**src/rtl/assert_macros.svh**
```systemverilog
// ----------------------------------------------------------------------------
// assert_macros.svh
// Shorthand for the concurrent checks used in the RTL.
// ----------------------------------------------------------------------------
`ifndef ASSERT_MACROS_SVH
`define ASSERT_MACROS_SVH

// same-cycle implication, disabled while in reset
`define ASSERT_SAME(label, clk, rstn, ante, cons) \
    label: assert property (@(posedge clk) disable iff (!(rstn)) (ante) |-> (cons)) \
        else $error("same-cycle check failed");

// next-cycle implication, disabled while in reset
`define ASSERT_NEXT(label, clk, rstn, ante, cons) \
    label: assert property (@(posedge clk) disable iff (!(rstn)) (ante) |=> (cons)) \
        else $error("next-cycle check failed");

`endif

```
**src/rtl/xcfv_pkg.sv**
```systemverilog
// ----------------------------------------------------------------------------
// xcfv_pkg
// Types and constants shared by the frame validator modules.
// ----------------------------------------------------------------------------
`timescale 1ns / 1ps

package xcfv_pkg;

    localparam logic [7:0] START_MARK    = 8'hAA;
    localparam logic [7:0] END_MARK      = 8'h55;
    localparam logic [3:0] MIN_FRAME_LEN = 4'd9;

    typedef enum logic [2:0] {
        VERDICT_OK           = 3'd0,
        VERDICT_TOO_SHORT    = 3'd1,
        VERDICT_BAD_START    = 3'd2,
        VERDICT_BAD_END      = 3'd3,
        VERDICT_BAD_CHECKSUM = 3'd4,
        VERDICT_WRONG_DEVICE = 3'd5
    } verdict_t;

    typedef struct packed {
        logic [7:0] frame_byte;
        logic       end_of_frame;
    } in_payload_t;

    typedef struct packed {
        verdict_t    verdict;
        logic [7:0]  device_type;
        logic [7:0]  device_id;
        logic [7:0]  data_type;
        logic [15:0] payload_length;
    } out_payload_t;

    // classified frame handed from the front end to the back end
    typedef struct packed {
        logic        too_short;
        logic        bad_start;
        logic        bad_end;
        logic        bad_xor;
        logic [7:0]  device_type;
        logic [7:0]  device_id;
        logic [7:0]  data_type;
        logic [15:0] payload_length;
    } frame_rec_t;

    typedef struct packed {
        logic full;
        logic empty;
    } fifo_status_t;

endpackage

```
**src/rtl/xcfv_front.sv**
```systemverilog
// ----------------------------------------------------------------------------
// xcfv_front
// Byte intake: header capture, running XOR, byte count and frame checks.
// ----------------------------------------------------------------------------
`timescale 1ns / 1ps

module xcfv_front import xcfv_pkg::*; (
    input  logic         aclk,
    input  logic         aresetn,
    input  logic         s_valid,
    output logic         s_ready,
    input  in_payload_t  s_payload,
    input  fifo_status_t fifo_status,
    output logic         push,
    output frame_rec_t   push_rec
);

    logic [3:0]  pos_reg,    pos_next;
    logic [7:0]  xor_reg,    xor_next;
    logic [7:0]  start_reg,  start_next;
    logic [7:0]  dtype_reg,  dtype_next;
    logic [7:0]  did_reg,    did_next;
    logic [7:0]  data_reg,   data_next;
    logic [15:0] len_reg,    len_next;

    logic [7:0]  rec_start, rec_dtype, rec_did, rec_data;
    logic [15:0] rec_len;
    logic [3:0]  total;
    logic        accept;

    assign s_ready = !fifo_status.full;
    assign accept  = s_valid && s_ready;

    always_comb begin
        // header with the current byte recorded at its position
        rec_start = start_reg;
        rec_dtype = dtype_reg;
        rec_did   = did_reg;
        rec_data  = data_reg;
        rec_len   = len_reg;
        unique case (pos_reg)
            4'd0:    rec_start     = s_payload.frame_byte;
            4'd1:    rec_dtype     = s_payload.frame_byte;
            4'd2:    rec_did       = s_payload.frame_byte;
            4'd3:    rec_data      = s_payload.frame_byte;
            4'd4:    rec_len[7:0]  = s_payload.frame_byte;
            4'd5:    rec_len[15:8] = s_payload.frame_byte;
            default: ;
        endcase

        total = (pos_reg < MIN_FRAME_LEN) ? pos_reg + 4'd1 : MIN_FRAME_LEN;

        push_rec.too_short      = total < MIN_FRAME_LEN;
        push_rec.bad_start      = rec_start != START_MARK;
        push_rec.bad_end        = s_payload.frame_byte != END_MARK;
        push_rec.bad_xor        = xor_reg != 8'd0;
        push_rec.device_type    = rec_dtype;
        push_rec.device_id      = rec_did;
        push_rec.data_type      = rec_data;
        push_rec.payload_length = rec_len;

        push       = accept && s_payload.end_of_frame;

        pos_next   = pos_reg;
        xor_next   = xor_reg;
        start_next = start_reg;
        dtype_next = dtype_reg;
        did_next   = did_reg;
        data_next  = data_reg;
        len_next   = len_reg;
        if (accept) begin
            if (s_payload.end_of_frame) begin
                pos_next   = 4'd0;
                xor_next   = 8'd0;
                start_next = 8'd0;
                dtype_next = 8'd0;
                did_next   = 8'd0;
                data_next  = 8'd0;
                len_next   = 16'd0;
            end else begin
                pos_next   = total;
                xor_next   = xor_reg ^ s_payload.frame_byte;
                start_next = rec_start;
                dtype_next = rec_dtype;
                did_next   = rec_did;
                data_next  = rec_data;
                len_next   = rec_len;
            end
        end
    end

    always_ff @(posedge aclk) begin
        if (!aresetn) begin
            pos_reg   <= 4'd0;
            xor_reg   <= 8'd0;
            start_reg <= 8'd0;
            dtype_reg <= 8'd0;
            did_reg   <= 8'd0;
            data_reg  <= 8'd0;
            len_reg   <= 16'd0;
        end else begin
            pos_reg   <= pos_next;
            xor_reg   <= xor_next;
            start_reg <= start_next;
            dtype_reg <= dtype_next;
            did_reg   <= did_next;
            data_reg  <= data_next;
            len_reg   <= len_next;
        end
    end

endmodule

```
**src/rtl/xcfv_fifo.sv**
```systemverilog
// ----------------------------------------------------------------------------
// xcfv_fifo
// Short queue of classified frames between front and back end.
// ----------------------------------------------------------------------------
`timescale 1ns / 1ps

module xcfv_fifo import xcfv_pkg::*; #(
    parameter int DEPTH = 2
) (
    input  logic         aclk,
    input  logic         aresetn,
    input  logic         push,
    input  frame_rec_t   push_rec,
    input  logic         pop,
    output frame_rec_t   pop_rec,
    output fifo_status_t status
);

    localparam int PTR_W = $clog2(DEPTH);
    localparam int CNT_W = $clog2(DEPTH + 1);

    frame_rec_t         entry_reg [DEPTH];
    logic [PTR_W-1:0]   wr_ptr_reg, wr_ptr_next;
    logic [PTR_W-1:0]   rd_ptr_reg, rd_ptr_next;
    logic [CNT_W-1:0]   count_reg,  count_next;
    logic               do_push, do_pop;

    assign status.full  = count_reg == CNT_W'(DEPTH);
    assign status.empty = count_reg == '0;
    assign do_push      = push && !status.full;
    assign do_pop       = pop && !status.empty;
    assign pop_rec      = entry_reg[rd_ptr_reg];

    always_comb begin
        wr_ptr_next = wr_ptr_reg;
        rd_ptr_next = rd_ptr_reg;
        count_next  = count_reg;
        if (do_push) begin
            wr_ptr_next = (wr_ptr_reg == PTR_W'(DEPTH - 1)) ? '0 : wr_ptr_reg + 1'b1;
        end
        if (do_pop) begin
            rd_ptr_next = (rd_ptr_reg == PTR_W'(DEPTH - 1)) ? '0 : rd_ptr_reg + 1'b1;
        end
        if (do_push && !do_pop) begin
            count_next = count_reg + 1'b1;
        end else if (do_pop && !do_push) begin
            count_next = count_reg - 1'b1;
        end
    end

    always_ff @(posedge aclk) begin
        if (!aresetn) begin
            wr_ptr_reg <= '0;
            rd_ptr_reg <= '0;
            count_reg  <= '0;
        end else begin
            wr_ptr_reg <= wr_ptr_next;
            rd_ptr_reg <= rd_ptr_next;
            count_reg  <= count_next;
        end
    end

    always_ff @(posedge aclk) begin
        if (do_push) begin
            entry_reg[wr_ptr_reg] <= push_rec;
        end
    end

endmodule

```
**src/rtl/xcfv_back.sv**
```systemverilog
// ----------------------------------------------------------------------------
// xcfv_back
// Verdict priority encode and result output register.
// ----------------------------------------------------------------------------
`timescale 1ns / 1ps

module xcfv_back import xcfv_pkg::*; (
    input  logic         aclk,
    input  logic         aresetn,
    input  fifo_status_t fifo_status,
    input  frame_rec_t   pop_rec,
    output logic         pop,
    input  logic [7:0]   expected_type,
    output logic         m_valid,
    input  logic         m_ready,
    output out_payload_t m_payload
);

    logic         valid_reg, valid_next;
    out_payload_t out_reg;
    verdict_t     verdict;

    assign pop       = !fifo_status.empty && (!valid_reg || m_ready);
    assign m_valid   = valid_reg;
    assign m_payload = out_reg;

    // first failing check wins
    always_comb begin
        if (pop_rec.too_short) begin
            verdict = VERDICT_TOO_SHORT;
        end else if (pop_rec.bad_start) begin
            verdict = VERDICT_BAD_START;
        end else if (pop_rec.bad_end) begin
            verdict = VERDICT_BAD_END;
        end else if (pop_rec.bad_xor) begin
            verdict = VERDICT_BAD_CHECKSUM;
        end else if (pop_rec.device_type != expected_type) begin
            verdict = VERDICT_WRONG_DEVICE;
        end else begin
            verdict = VERDICT_OK;
        end

        valid_next = valid_reg;
        if (pop) begin
            valid_next = 1'b1;
        end else if (m_ready) begin
            valid_next = 1'b0;
        end
    end

    always_ff @(posedge aclk) begin
        if (!aresetn) begin
            valid_reg <= 1'b0;
        end else begin
            valid_reg <= valid_next;
        end
    end

    always_ff @(posedge aclk) begin
        if (pop) begin
            out_reg.verdict        <= verdict;
            out_reg.device_type    <= pop_rec.device_type;
            out_reg.device_id      <= pop_rec.device_id;
            out_reg.data_type      <= pop_rec.data_type;
            out_reg.payload_length <= pop_rec.payload_length;
        end
    end

endmodule

```
**src/rtl/xor_checked_frame_validator_unit.sv**
```systemverilog
// ----------------------------------------------------------------------------
// xor_checked_frame_validator_unit
// Takes one frame byte per cycle on s_ and gives one verdict per frame on m_.
// A byte is taken every cycle while the frame queue (QUEUE_DEPTH entries) has
// room; bytes that are not the last never stall once a slot is free. The
// verdict and header fields reach m_ through the queue and the output
// register once the last byte is taken, so a downstream stall only backs
// up into the input once the queue is full. The checks in order: at
// least 9 bytes, start byte 0xAA, last byte 0x55, XOR of all bytes before the
// last is zero, device type equals the value written on cfg_.
// ----------------------------------------------------------------------------
`timescale 1ns / 1ps

`include "assert_macros.svh"

module xor_checked_frame_validator_unit import xcfv_pkg::*; #(
    parameter int QUEUE_DEPTH = 2
) (
    input  logic         aclk,
    input  logic         aresetn,
    input  logic         s_valid,
    output logic         s_ready,
    input  in_payload_t  s_payload,
    output logic         m_valid,
    input  logic         m_ready,
    output out_payload_t m_payload,
    input  logic         cfg_valid,
    output logic         cfg_ready,
    input  logic [7:0]   cfg_data
);

    logic [7:0]   expected_type_reg;
    logic         push, pop;
    frame_rec_t   push_rec, pop_rec;
    fifo_status_t fifo_status;

    assign cfg_ready = 1'b1;

    always_ff @(posedge aclk) begin
        if (!aresetn) begin
            expected_type_reg <= 8'd0;
        end else if (cfg_valid && cfg_ready) begin
            expected_type_reg <= cfg_data;
        end
    end

    xcfv_front u_front (
        .aclk        (aclk),
        .aresetn     (aresetn),
        .s_valid     (s_valid),
        .s_ready     (s_ready),
        .s_payload   (s_payload),
        .fifo_status (fifo_status),
        .push        (push),
        .push_rec    (push_rec)
    );

    xcfv_fifo #(
        .DEPTH (QUEUE_DEPTH)
    ) u_fifo (
        .aclk     (aclk),
        .aresetn  (aresetn),
        .push     (push),
        .push_rec (push_rec),
        .pop      (pop),
        .pop_rec  (pop_rec),
        .status   (fifo_status)
    );

    xcfv_back u_back (
        .aclk          (aclk),
        .aresetn       (aresetn),
        .fifo_status   (fifo_status),
        .pop_rec       (pop_rec),
        .pop           (pop),
        .expected_type (expected_type_reg),
        .m_valid       (m_valid),
        .m_ready       (m_ready),
        .m_payload     (m_payload)
    );

    // every accepted byte with the end flag lands in the queue, and only those
    `ASSERT_SAME(a_push_on_last, aclk, aresetn, s_valid && s_ready, push == s_payload.end_of_frame)
    // a push never meets a full queue
    `ASSERT_SAME(a_no_overflow, aclk, aresetn, push, !fifo_status.full)
    // a popped frame shows up on the output next cycle
    `ASSERT_NEXT(a_pop_to_out, aclk, aresetn, pop, m_valid)
    // a pass verdict carries the configured device type
    `ASSERT_SAME(a_ok_type, aclk, aresetn, m_valid && (m_payload.verdict == VERDICT_OK), m_payload.device_type == expected_type_reg)

endmodule

```
**config.mk**
```make
export PLATFORM = sky130hd
export DESIGN_NAME = xor_checked_frame_validator_unit
export DESIGN_NICKNAME = d
export VERILOG_FILES = /design/src/rtl/xcfv_pkg.sv /design/src/rtl/xcfv_front.sv /design/src/rtl/xcfv_fifo.sv /design/src/rtl/xcfv_back.sv /design/src/rtl/xor_checked_frame_validator_unit.sv
export VERILOG_INCLUDE_DIRS = /design/src /design/src/rtl
export SDC_FILE = /design/constraint.sdc
export NUM_CORES = 1
export LEC_CHECK = 0
export ABC_AREA = 0
export BUFFER_PORTS_ARGS = -buffer_cell sky130_fd_sc_hd__clkbuf_2
export CORE_ASPECT_RATIO = 0.5
export CORE_MARGIN = 2
export CORE_UTILIZATION = 53
export DETAILED_ROUTE_END_ITERATION = 8
export PLACE_DENSITY = 0.75
export SYNTH_ARGS = -nofsm -noshare
export SYNTH_HDL_FRONTEND = slang
export SYNTH_SLANG_ARGS = --single-unit
```
**constraint.sdc**
```tcl
create_clock -name aclk -period 3.1 [get_ports aclk]
set_input_delay 0 -clock aclk [delete_from_list [all_inputs] [get_ports aclk]]
set_output_delay 0 -clock aclk [all_outputs]
set_load 0.01 [all_outputs]
```
======== Word level (Yosys, flattened, before mapping) ========
Memory sizes are Yosys's and may differ from the RTL's. A register that Yosys moved wholly into a read port is not among the register bits.
Index checks and enable logic that the tools add are counted.
word-level totals
  output and inout bits ................... 46
  register bits ........................... 116
  memories ................................ 1
  logic and storage cells ................. 83
  memory bits (writable) .................. 88
  input port bits ......................... 22
operators by class
  bitwise gates (word level) .............. 1
  add/subtract/negate cells ............... 5
  order comparisons ....................... 2
  equality and inequality tests ........... 9
  reductions and logical operators ........ 19
  multiplexer cells ....................... 28
memories
  memory            words  width  read ports  clocked after memory_dff  wr ports  line             RTL
  u_fifo.entry_reg  2      44     1           1                         1         xcfv_fifo.sv:22  frame_rec_t entry_reg [DEPTH];
operator list
  cell                 count
  $mux 8               11
  $mux 16              1
  $eq 4x2->1 const B   2
  $eq 4x3->1 const B   2
  $lt 4x4->1 const B   2
  $mux 1               8
  $mux 2               4
  $mux 4               2
  $ne 8x7->1 const B   1
  $ne 8x8->1           1
  $ne 8x8->1 const B   1
  $reduce_bool 8->1    1
  $xor 8x8->8          1
  $logic_and 1x1->1    7
  $mux 3               2
  $logic_not 1->1      5
  $add 4x1->4 const B  1
  $eq 4x1->1 const B   1
  $logic_not 4->1      1
  $reduce_bool 2->1    2
  $reduce_or 3->1      1
  $add 1x1->1 const B  2
  $add 2x1->2 const B  1
  $eq 2x2->1 const B   1
  3 further kinds      3

======== Logic depth before layout (Yosys ltp) ========
Gate-level depths: netlist (run 1).
  word-level depth ........................ 9
  depth in mapped cells ................... 8
  mapped depth without buffers ............ 8

======== Cells and area by module ========
Synthesis (run 1) repeated with hierarchy kept, for this count alone.
unflattened totals
  cell total of the unflattened synthesis .. 768
  area, all modules ....................... 8843.5 um^2
modules (own cells, without submodules)
  module                            sequential area each (um^2)  area each (um^2)  times used  cells each
  xcfv_front                        1201.2                       3663.5            1           514
  xcfv_fifo                         2742.6                       3407.0            1           162
  xcfv_back                         1311.3                       1460.2            1           65
  xor_checked_frame_validator_unit  160.2                        312.8             1           27

======== Worst setup path before layout (run 1) ========
Ideal clock, no wire load.
  path type ............................... register to register
  from .................................... register u_back.valid_reg, in the netlist u_back.m_valid
  to ...................................... register u_fifo.count_reg[1]
  library setup time ...................... 0.076 ns
  stages on the path, launching flop included .. 7
  setup slack ............................. -0.368 ns
  clock period less this slack ............ 3.468 ns
  data required time ...................... 3.024 ns
  path buffers ............................ 0
  data arrival time ....................... 3.392 ns
  path through ............................ dfxtp_1 > nor2b_1 > nor2_1 > inv_1 > ha_1 > or3_1 > a21boi_0
between the ends
  cells in the longest elaborated chain, start to end .. 7
  elaborated cells on any way between the ends .. 9
  classes of those cells .................. 1 x mux; 8 x reduce/logical
ends and longest elaborated chain
  item                                                line                                    RTL
  start, declared                                     xcfv_back.sv:19                         logic valid_reg, valid_next;
  start signal, assigned                              xcfv_back.sv:55                         valid_reg <= valid_next;
  $logic_not 1->1 *                                   xcfv_back.sv:23                         assign pop = !fifo_status.empty && (!valid_reg || m_ready);
  $logic_or 1x1->1 *                                  xcfv_back.sv:23
  $logic_and 1x1->1 *                                 xcfv_back.sv:23
  named net pop                                       xor_checked_frame_validator_unit.sv:33  logic push, pop;
  $logic_and 1x1->1 *                                 xcfv_fifo.sv:31                         assign do_pop = pop && !status.empty;
  $logic_not 1->1                                     xcfv_fifo.sv:44                         if (do_push && !do_pop) begin
  $logic_and 1x1->1                                   xcfv_fifo.sv:44
  $mux 2 / $reduce_bool 2->1 (equally long branches)  n/a
  end signal, assigned                                xcfv_fifo.sv:59                         count_reg <= count_next;
  end, declared                                       xcfv_fifo.sv:25                         logic [CNT_W-1:0] count_reg, count_next;
The timed path passes the listed nets; every way through them passes the cells marked *.
A chain may end at the register's enable or synchronous reset.

==> impl_metrics.yaml, run 1 <==
sta:
  rsz0062_at_grt: "false"
  timing.final.hold_violations: 0
  relSlewSlack: 0.311
  clock.fmax_mhz: 480
  period_share: 0.671
  setup_viol: 0
  period_needed_ns: 2.08
  clock_skew_ns: 0.0190
  worstMarginPinSlew_ns: 1.03
  fin_ws_ns: 1.02
  fin_setup_tns_ns: 0
  slew_violations: 0
route:
  routedWlPerCell_um: 18.1
  vias: 4670
  via_per_inst: 5.51
  drt-total-wl_um: 15300
  detail-route-antenna-nets: 0
  first_iter_violations: 420
  drc: 0
  dr.pass1.iters: 7
logic_synthesis:
  ys_async_sr_fraction: 0
  synth_nets: 593
  syn_inst: 566
  ys_ff_latch: 205
  synth_warnings: 0
  syn-cell-area_sq_um: 8140
  synth_flop_cell: "edfxtp_1"
  synth-edff-count: 131
  syn_area_per_cell_sq_um: 14.4
  synth_cell_types: 39
  ys_seq_area_frac: 0.665
pwr:
  power_uw: 7040
  irDropWorstVdd_v: 0.000337
  powerDensity_nw_per_um2: 751
  p_leak_uw: 0.00337
floorplanning:
  die_h_um: 91.6
  die-area_sq_um: 16400
  coreArea_sq_um: 14700
  ios: 68
  initial_core_util: 0.552
  rows: 31
  dieWidth_um: 179
final_layout:
  num_antenna_cells: 0
  postLayoutCoreUtil: 0.637
  nets: 664
  finalNonFillerCells: 848
  largest_reg_flops: 88
  drive_gt1_frac: 0.292
  syn_to_final_growth_pct: 15.2
worst_setup_path:
  arrival_ns: 2.31
  critPathKind: "reg -> reg"
  slowest_delay_ns: 0.47
  crit_required_ns: 3.33
  rrSetupSlack_ns: 1.02
  cp-start-kind: "flop"
  path_cells: "mux2_2, xor2_1, nor4_1, nand2_1, a211o_1"
  end_kind: "flop"
  critPathMaxFanout: 9
  crit_slowest_cell: "dfxtp_2"
global_routing:
  grt_pass1_wl_um: 24300
  overflow: 0
  antenna_found_initial: 0
  grt_pass1_vias: 4558
  grtUsageTotal: 0.192
  grt_max_degree: 63
clock_tree:
  clockBufferDepth: 3
  cts_tree: "done"
  cts.sinks: 205
  cts_made_buffers: 19
  cts_root_buffer: "clkbuf_16"
  clock_latency_ns: 0.49
  clk_pin_slew_ns: 0.06
  h-tree-depth: 1
  post-cts-setup-buffers: 0
place:
  io_buffers: 66
  hpwl_um: 9210
  dp.cells: 801
  pre_cts_slack_ns: 1.03
  gp_congestion: 0.775
run_status:
  run_status: "completed"
run:
  cap_violations: 0
worst_hold_path:
  hold_class: "in -> reg"
==> worst max-delay path: cells and delay by family (launching register included) <==
kind                      cells  cell delay (ns)
and+or+nand+nor               2             0.56
DFF                           1             0.47
muxes                         1             0.39
AOI/OAI and AO/OA             1             0.27
xor gates and xnor gates      1             0.14
==> Yosys cell counts, drive strengths merged (5+ instances only) <==
| master | number | area, sq um |
|---|---|---|
| nand2 | 15 | 56.3 |
| nor4bb | 6 | 60.1 |
| inv | 6 | 22.5 |
| edfxtp | 131 | 3930 |
| dfxtp | 74 | 1480 |
| and2 | 8 | 50.1 |
| nand3b | 8 | 60.1 |
| nor2 | 17 | 63.8 |
| a21boi | 11 | 82.6 |
| o21ai | 11 | 55.1 |
| a22oi | 49 | 368 |
| nor2b | 60 | 375 |
| mux2 | 80 | 912 |
| ha | 5 | 62.6 |
| clkbuf | 23 | 86.3 |
| buf | 14 | 81.3 |
| xor2 | 11 | 96.3 |
| mux2i | 9 | 90.1 |
==> per-stage QoR <==
| step | hold slack (ns) | area, sq um |
|---|---|---|
| after floorplan | 0.170 | 8150 |
| after global placement | 0.254 | 8660 |
| after detailed placement | 0.265 | 8660 |
| after CTS | 0.000377 | 9380 |
| after global routing | 0.0101 | 9380 |
| final | 0.000825 | 9380 |
==> layer usage <==
layer	vias to the layer above	GRT usage	part of all wire	wire length, um
met3	30	0.0340	0.051	775
met1	2297	0.284	0.49	7470
li1	2228	-	-	-
met4	0	0.0497	0.019	287
met2	115	0.293	0.44	6780
met5	-	0	0	0
==> cells by family after synthesis <==
| family | share of synthesized area |
|---|---|
| muxes | 0.123 |
| and+or+nand+nor | 0.0931 |
| AOI/OAI and AO/OA | 0.0730 |
| xor gates and xnor gates | 0.0140 |
| buffers and inverters | 0.0234 |
| other | 0.000461 |
| DFF | 0.665 |
| adders and majority gates | 0.00769 |
==> cells in the final DEF (no fill, tap or decap), drive strengths merged, types with 3 or more instances in the layout <==
cell	instances
edfxtp	131
clkbuf	90
mux2	80
dfxtp	74
nor2b	60
a22oi	49
nor2	17
nand2	15
dlygate4sd3	13
xor2	11
o21ai	11
a21boi	11
mux2i	9
nand3b	8
and2	8
buf	8
inv	7
nor4bb	6
clkinv	6
ha	5
nor4	4
nand2b	3
o32ai	3
==> area by class of cell <==
cell class	count	area [sq um]
timing repair buffer	87	546
inverter	6	22.5
sequential	205	5420
multi-input combinational	318	2550
clock inverter	10	81.3
fill	1104	5360
tap	198	248
clock buffer	24	514
==> worst paths after layout <==
kind | start | end | cells past startpoint
max | flop | u_back.m_payload[40] | 5
min reg2reg | u_front.xor_reg[0] | u_front.xor_reg[0] | 2
min | cfg_valid | expected_type_reg[2] | 3
max reg2reg | flop | u_back.m_payload[40] | 5
==> power by group <==
part / total [uW] / switching (uW) / internal [uW]
Combinational: 1340 / 808 / 529
Sequential: 3490 / 125 / 3370
Clock: 2220 / 951 / 1270
==> what timing repair did <==
item | CTS | global route
endpoints found under the setup margin | 0 | 0
endpoints found under the hold margin | 11 | 0
hold buffers | 13 | 0
gates resized for setup | 0 | 0
Power figures use the tool's default switching activity.
==> run 2: changes to the inputs <==
--- a/config.mk
+++ b/config.mk
@@ -6,13 +6,13 @@
 export SDC_FILE = /design/constraint.sdc
 export NUM_CORES = 1
 export LEC_CHECK = 0
-export ABC_AREA = 0
+export ABC_AREA = 1
 export BUFFER_PORTS_ARGS = -buffer_cell sky130_fd_sc_hd__clkbuf_2
 export CORE_ASPECT_RATIO = 0.5
 export CORE_MARGIN = 2
-export CORE_UTILIZATION = 53
+export CORE_UTILIZATION = 59
 export DETAILED_ROUTE_END_ITERATION = 8
-export PLACE_DENSITY = 0.75
+export PLACE_DENSITY = 0.79
 export SYNTH_ARGS = -nofsm -noshare
 export SYNTH_HDL_FRONTEND = slang
 export SYNTH_SLANG_ARGS = --single-unit
==> constraint.sdc (replaced) <==
create_clock -name aclk -period 2 [get_ports aclk]
set_input_delay 0 -clock aclk [delete_from_list [all_inputs] [get_ports aclk]]
set_output_delay 0 -clock aclk [all_outputs]
set_load 0.01 [all_outputs]
==> run 2 against run 1 <==
  * Synthesized cell count grew 39%
  * Sequential share of layout area grew 0.26 points
  * Clock skew shrank 0.0052 ns
  * Global-route usage grew 4.9 points
  * Critical path depth is the same
  * Core utilization grew 8.4 points
  * Critical path type unchanged
  * Highest routed layer unchanged
==> impl_metrics.yaml, run 2 <==
global_routing:
  grt_pass1_vias: 5442
  grt_max_degree: 58
  grt_pass1_wl_um: 27300
  grtUsageTotal: 0.240
  antenna_found_initial: 0
  overflow: 0
clock_tree:
  cts.sinks: 205
  cts_tree: "done"
  cts_root_buffer: "clkbuf_16"
  clockBufferDepth: 3
  h-tree-depth: 1
  clk_pin_slew_ns: 0.07
  clock_latency_ns: 0.48
  cts_made_buffers: 18
route:
  routedWlPerCell_um: 16.5
  first_iter_violations: 682
  dr.pass1.iters: 5
  via_per_inst: 5.52
  drt-total-wl_um: 17500
  detail-route-antenna-nets: 0
  drc: 0
  vias: 5832
worst_setup_path:
  arrival_ns: 2.34
  critPathKind: "reg -> reg"
  path_cells: "nor2_2, nand2_1, o21ai_0, nand2_1, a21oi_1"
  rrSetupSlack_ns: 0.07
  end_kind: "flop"
  r2r_cells: 5
  cpMostUsedCell: "nand2_1"
  cp-start-kind: "flop"
  slowest_delay_ns: 0.55
  crit_slowest_cell: "o21ai_0"
  r2r_end: "u_front.did_reg[1]"
  crit_required_ns: 2.41
  rr_startpoint: "u_front.pos_reg[2]"
  critPathMaxFanout: 16
logic_synthesis:
  yosys.area.top_type_share: 0.492
  synth_top_cells_by_area: "edfxtp_1 (49%), dfxtp_1 (19%), nand2_1 (14%)"
  synth_nets: 814
  syn_inst: 787
  syn-cell-area_sq_um: 7990
  ys_seq_area_frac: 0.677
  yosysMostFrequentCell: "nand2_1"
  synth-edff-count: 131
  ys_async_sr_fraction: 0
  synth_warnings: 0
  synth_area_leader_cell: "edfxtp_1"
  synth_common_cells: "nand2_1 (302), edfxtp_1 (131), dfxtp_1 (74)"
  synth_flop_cell: "edfxtp_1"
  ys_ff_latch: 205
  syn_area_per_cell_sq_um: 10.2
  synth_cell_types: 30
sta:
  setup_viol: 0
  relSlewSlack: 0.590
  timing.final.hold_violations: 0
  worstMarginPinSlew_ns: 0.616
  clock.fmax_mhz: 519
  period_needed_ns: 1.93
  clock_skew_ns: 0.0138
  period_share: 0.963
  slew_violations: 0
  fin_ws_ns: 0.0747
final_layout:
  nFillCells: 882
  drive_gt1_frac: 0.135
  nets: 902
  finish.instance_area_sq_um: 9340
  regArea_sq_um: 5420
  multi_input_area_sq_um: 2270
  final_cell_mix: "nand2_1 (302), edfxtp_1 (131), dfxtp_1 (73)"
  num_antenna_cells: 0
  syn_to_final_growth_pct: 16.8
  postLayoutCoreUtil: 0.721
  largest_reg_flops: 88
  final_common_cell: "nand2_1"
worst_hold_path:
  whs_path_depth: 3
  timing.hold.worst_endpoint: "expected_type_reg[7]"
  hold_start: "cfg_valid"
  hold_class: "in -> reg"
place:
  io_buffers: 66
  place_area_sq_um: 8520
  gp_congestion: 0.797
  pre_cts_slack_ns: 0.168
  hpwl_um: 9820
pwr:
  p_leak_uw: 0.00355
  power_uw: 11300
  irDropWorstVdd_v: 0.000682
  powerDensity_nw_per_um2: 1210
floorplanning:
  rows: 29
  initial_core_util: 0.617
  dieWidth_um: 169
  die_h_um: 86.3
  die-area_sq_um: 14600
  coreArea_sq_um: 13000
  ios: 68
run_status:
  run_status: "completed"
run:
  cap_violations: 0
## run 2: changes by cell type in the layout (fill, tap and decap cells not counted), sizes merged, moves of 8 or more
cell | previous run | this run
a21boi | 11 | 0
nand3 | 1 | 12
nand2 | 15 | 307
mux2 | 80 | 0
o21ai | 11 | 69
dlygate4sd3 | 13 | 24
a21oi | 2 | 72
and2 | 8 | 0
a22oi | 49 | 2
xor2 | 11 | 1
inv | 7 | 40
nor2b | 60 | 0
## run 2: what timing repair did
item | CTS | global route
hold buffers | 24 | 0
buffers inserted | 0 | 0
endpoints found under the hold margin | 17 | 0
endpoints found under the setup margin | 0 | 7
resized for setup | 0 | 8
## run 2: cell families (layout without fill, tap and decap cells)
kind of cell,Yosys count,after routing,synth area share
simple gates,353,353,0.173
flops,205,205,0.677
compound gates,144,144,0.0922
buf+inv,74,174,0.0429
fa+ha+maj,5,5,0.00783
mux,3,3,0.00376
xor+xnor,2,2,0.00219
other cells,1,1,0.000469
## run 2: worst max-delay path, delay by kind of cell (launching register included)
kind / cells / cell delay [ns]
AND/OR/NAND/NOR: 3 / 0.78
AO/OA/AOI/OAI: 2 / 0.69
flip-flops: 1 / 0.37
## run 2: cell type report
cell class,count,share of cell area
sequential,205,0.580
multi-input combinational,508,0.243
timing repair buffer,102,0.0793
clock buffer,27,0.0552
tap,170,0.0228
inverter,40,0.0166
clock inverter,5,0.00281
## run 2: how the worst max path moves through the flow
stage                     cells after the start  slack (ns)                      end                 from
after floorplan                               6       -0.44   u_fifo.entry_reg[0][0]  u_fifo.count_reg[0]
after CTS                                     7        0.11  u_fifo.entry_reg[0][42]   u_front.pos_reg[0]
after global routing                         11      -0.009      u_fifo.count_reg[1]  u_fifo.count_reg[0]
after detailed placement                     11        0.17      u_fifo.count_reg[1]  u_fifo.count_reg[0]
after global placement                       14        0.21     u_back.m_payload[40]                 flop
final                                         5        0.07       u_front.did_reg[1]   u_front.pos_reg[2]
## run 2: where the power goes
group	internal, uW	total [uW]	switching (uW)
clock network	1790	3260	1470
logic	793	2520	1730
registers	5320	5510	197
## run 2: stage by stage
step,hold WS [ns],TNS (ns),std cells
CTS,0.00350,0,1056
global route,0.0500,-0.00931,1057
global placement,0.234,0,1000
detailed placement,0.226,0,1000
floorplan,0.135,-39.13,787
finish,0.00844,0,1057
## run 2: layer usage
layer  vias up  track usage  part of all wire
met3        28       0.0452             0.073
met5         -            0                 0
li1       2806            -                 -
met2       243        0.394              0.46
met1      2755        0.339              0.45
met4         0       0.0635             0.017
==> run 3: changes to the inputs <==
--- a/config.mk
+++ b/config.mk
@@ -6,7 +6,6 @@
 export SDC_FILE = /design/constraint.sdc
 export NUM_CORES = 1
 export LEC_CHECK = 0
-export ABC_AREA = 1
 export BUFFER_PORTS_ARGS = -buffer_cell sky130_fd_sc_hd__clkbuf_2
 export CORE_ASPECT_RATIO = 0.5
 export CORE_MARGIN = 2
==> constraint.sdc (replaced) <==
create_clock -name aclk -period 2 [get_ports aclk]
set_input_delay 0.3 -clock aclk [delete_from_list [all_inputs] [get_ports aclk]]
set_output_delay 0.3 -clock aclk [all_outputs]
set_load 0.01 [all_outputs]
==> run 3 against run 2 <==
  * Global-route usage down 2.0 points
  * Clock power about the same
  * Worst hold slack better by 0.077 ns
  * Total power down 3.6%
  * Core utilization down 3.1 points
  * Cell count down 22%
  * Combinational power down 13%
  * Largest cell class unchanged
==> impl_metrics.yaml, run 3 (synthesized netlist as in run 1, its figures left out) <==
run_status:
  run_status: "completed"
clock_tree:
  cts_root_buffer: "clkbuf_16"
  cts_tree: "done"
  clock_latency_ns: 0.48
  cts.sinks: 205
  h-tree-depth: 1
  clockBufferDepth: 3
  clk_pin_slew_ns: 0.07
  hold_buffers: 0
  cts_made_buffers: 18
sta:
  period_share: 0.961
  timing.final.hold_violations: 0
  relSlewSlack: 0.635
  slew_violations: 0
  period_needed_ns: 1.92
  setup_viol: 0
  clock_skew_ns: 0.0110
  worstMarginPinSlew_ns: 0.547
  rsz0062_at_grt: "false"
  fin_setup_tns_ns: 0
  clock.fmax_mhz: 520
worst_hold_path:
  hold_start: "cfg_data[1]"
  whs_path_depth: 3
  hold_class: "in -> reg"
  timing.hold.worst_endpoint: "expected_type_reg[1]"
worst_setup_path:
  slowest_delay_ns: 0.39
  crit_required_ns: 2.23
  r2r_cells: 7
  rrSetupSlack_ns: 0.08
  critPathMaxFanout: 6
  arrival_ns: 2.15
  critPathKind: "reg -> reg"
  crit_slowest_cell: "dfxtp_4"
  path_cells: "buf_4, mux2_4, xor2_1, nor4_1, buf_4, nand2_1, a211o_1"
  r2r_end: "u_back.m_payload[40]"
  cpMostUsedCell: "buf_4"
  cp-start-kind: "flop"
  end_kind: "flop"
place:
  hpwl_um: 9730
  io_buffers: 66
  gp_congestion: 0.862
route:
  dr.pass1.iters: 4
  detail-route-antenna-nets: 0
  drc: 0
  first_iter_violations: 381
  via_per_inst: 5.78
  drt-total-wl_um: 16000
  routedWlPerCell_um: 19.4
  vias: 4769
floorplanning:
  dieWidth_um: 170
  coreArea_sq_um: 13500
  die_h_um: 87.1
  ios: 68
  rows: 30
  initial_core_util: 0.602
  die-area_sq_um: 14800
final_layout:
  drive_gt1_frac: 0.310
  final_common_cell: "edfxtp_1"
  num_antenna_cells: 0
  largest_reg_flops: 88
  nets: 664
  syn_to_final_growth_pct: 14.5
  final_cell_mix: "edfxtp_1 (131), mux2_2 (76), dfxtp_1 (71)"
  nFillCells: 939
pwr:
  irDropWorstVdd_v: 0.000630
  p_leak_uw: 0.00338
  power_uw: 10900
  powerDensity_nw_per_um2: 1170
global_routing:
  grt_pass1_wl_um: 25100
  grt_pass1_vias: 4682
  antenna_found_initial: 0
  grt_max_degree: 44
  grtUsageTotal: 0.220
  overflow: 0
run:
  cap_violations: 0
## run 3: cell types whose count changed in the layout (fill, tap and decap cells not counted), sizes merged, moves of 47 or more
| cell | before | now |
|---|---|---|
| nand2 | 307 | 15 |
| mux2 | 0 | 80 |
| a21oi | 72 | 2 |
| nor2b | 0 | 60 |
| o21ai | 69 | 11 |
| a22oi | 2 | 49 |
## run 3: power breakdown
part           internal, uW  total [uW]  switching (uW)
clock                  1810        3260            1450
combinational           907        2190            1290
sequential             5220        5430             205
total                  7940       10900            2940
## run 3: area by class of cell
type / instances / area [sq um] / area share
Sequential cell: 205 / 5420 / 0.581
Clock buffer: 30 / 527 / 0.0565
Timing Repair Buffer: 88 / 549 / 0.0589
Multi-Input combinational cell: 318 / 2570 / 0.275
Inverter: 6 / 22.5 / 0.00242
Clock inverter: 2 / 16.3 / 0.00174
Tap cell: 176 / 220 / 0.0236
## run 3: critical path, delay by kind of cell, from the launching register on
| family | cells | cell delay, ns |
|---|---|---|
| AO/OA/AOI/OAI | 1 | 0.25 |
| XOR/XNOR | 1 | 0.15 |
| buffers and inverters | 2 | 0.29 |
| flip-flops | 1 | 0.39 |
| multiplexers | 1 | 0.29 |
| AND/OR/NAND/NOR | 2 | 0.29 |
## run 3: metrics by stage
| step | setup WS (ns) | cells | hold WS (ns) | utilization | instance area, sq um |
|---|---|---|---|---|---|
| floorplan | -0.203 | 566 | 0.463 | - | 8170 |
| global placement | 0.0457 | 791 | 0.471 | 0.648 | 8760 |
| detailed placement | 0.0182 | 791 | 0.494 | 0.648 | 8760 |
| CTS | 0.0142 | 823 | 0.0747 | 0.688 | 9300 |
| global route | 0.000434 | 825 | 0.0990 | 0.690 | 9320 |
| finish | 0.0777 | 825 | 0.0853 | 0.690 | 9320 |
## run 3: metal layers
layer,vias to the layer above,GRT usage,share of wire
li1,2233,-,-
met1,2382,0.318,0.46
met2,134,0.353,0.47
met3,20,0.0391,0.051
met4,0,0.0513,0.014
met5,-,0,0
## run 3: worst max-delay path by stage
stage                   start              endpoint  slack, ns  depth (start not counted)
2_1_floorplan  u_back.m_valid   u_fifo.count_reg[1]      -0.20                          6
3_3_place_gp             flop  u_back.m_payload[40]       0.05                          6
3_5_place_dp             flop  u_back.m_payload[40]       0.02                          6
4_1_cts                  flop  u_back.m_payload[40]       0.01                          6
5_1_grt                  flop  u_back.m_payload[40]     0.0004                          7
6_report                 flop  u_back.m_payload[40]       0.08                          7
## run 3: timing repair
action / in CTS / in global routing
setup buffers: 0 / 2
setup endpoints to repair: 0 / 1
gates resized for setup: 0 / 3
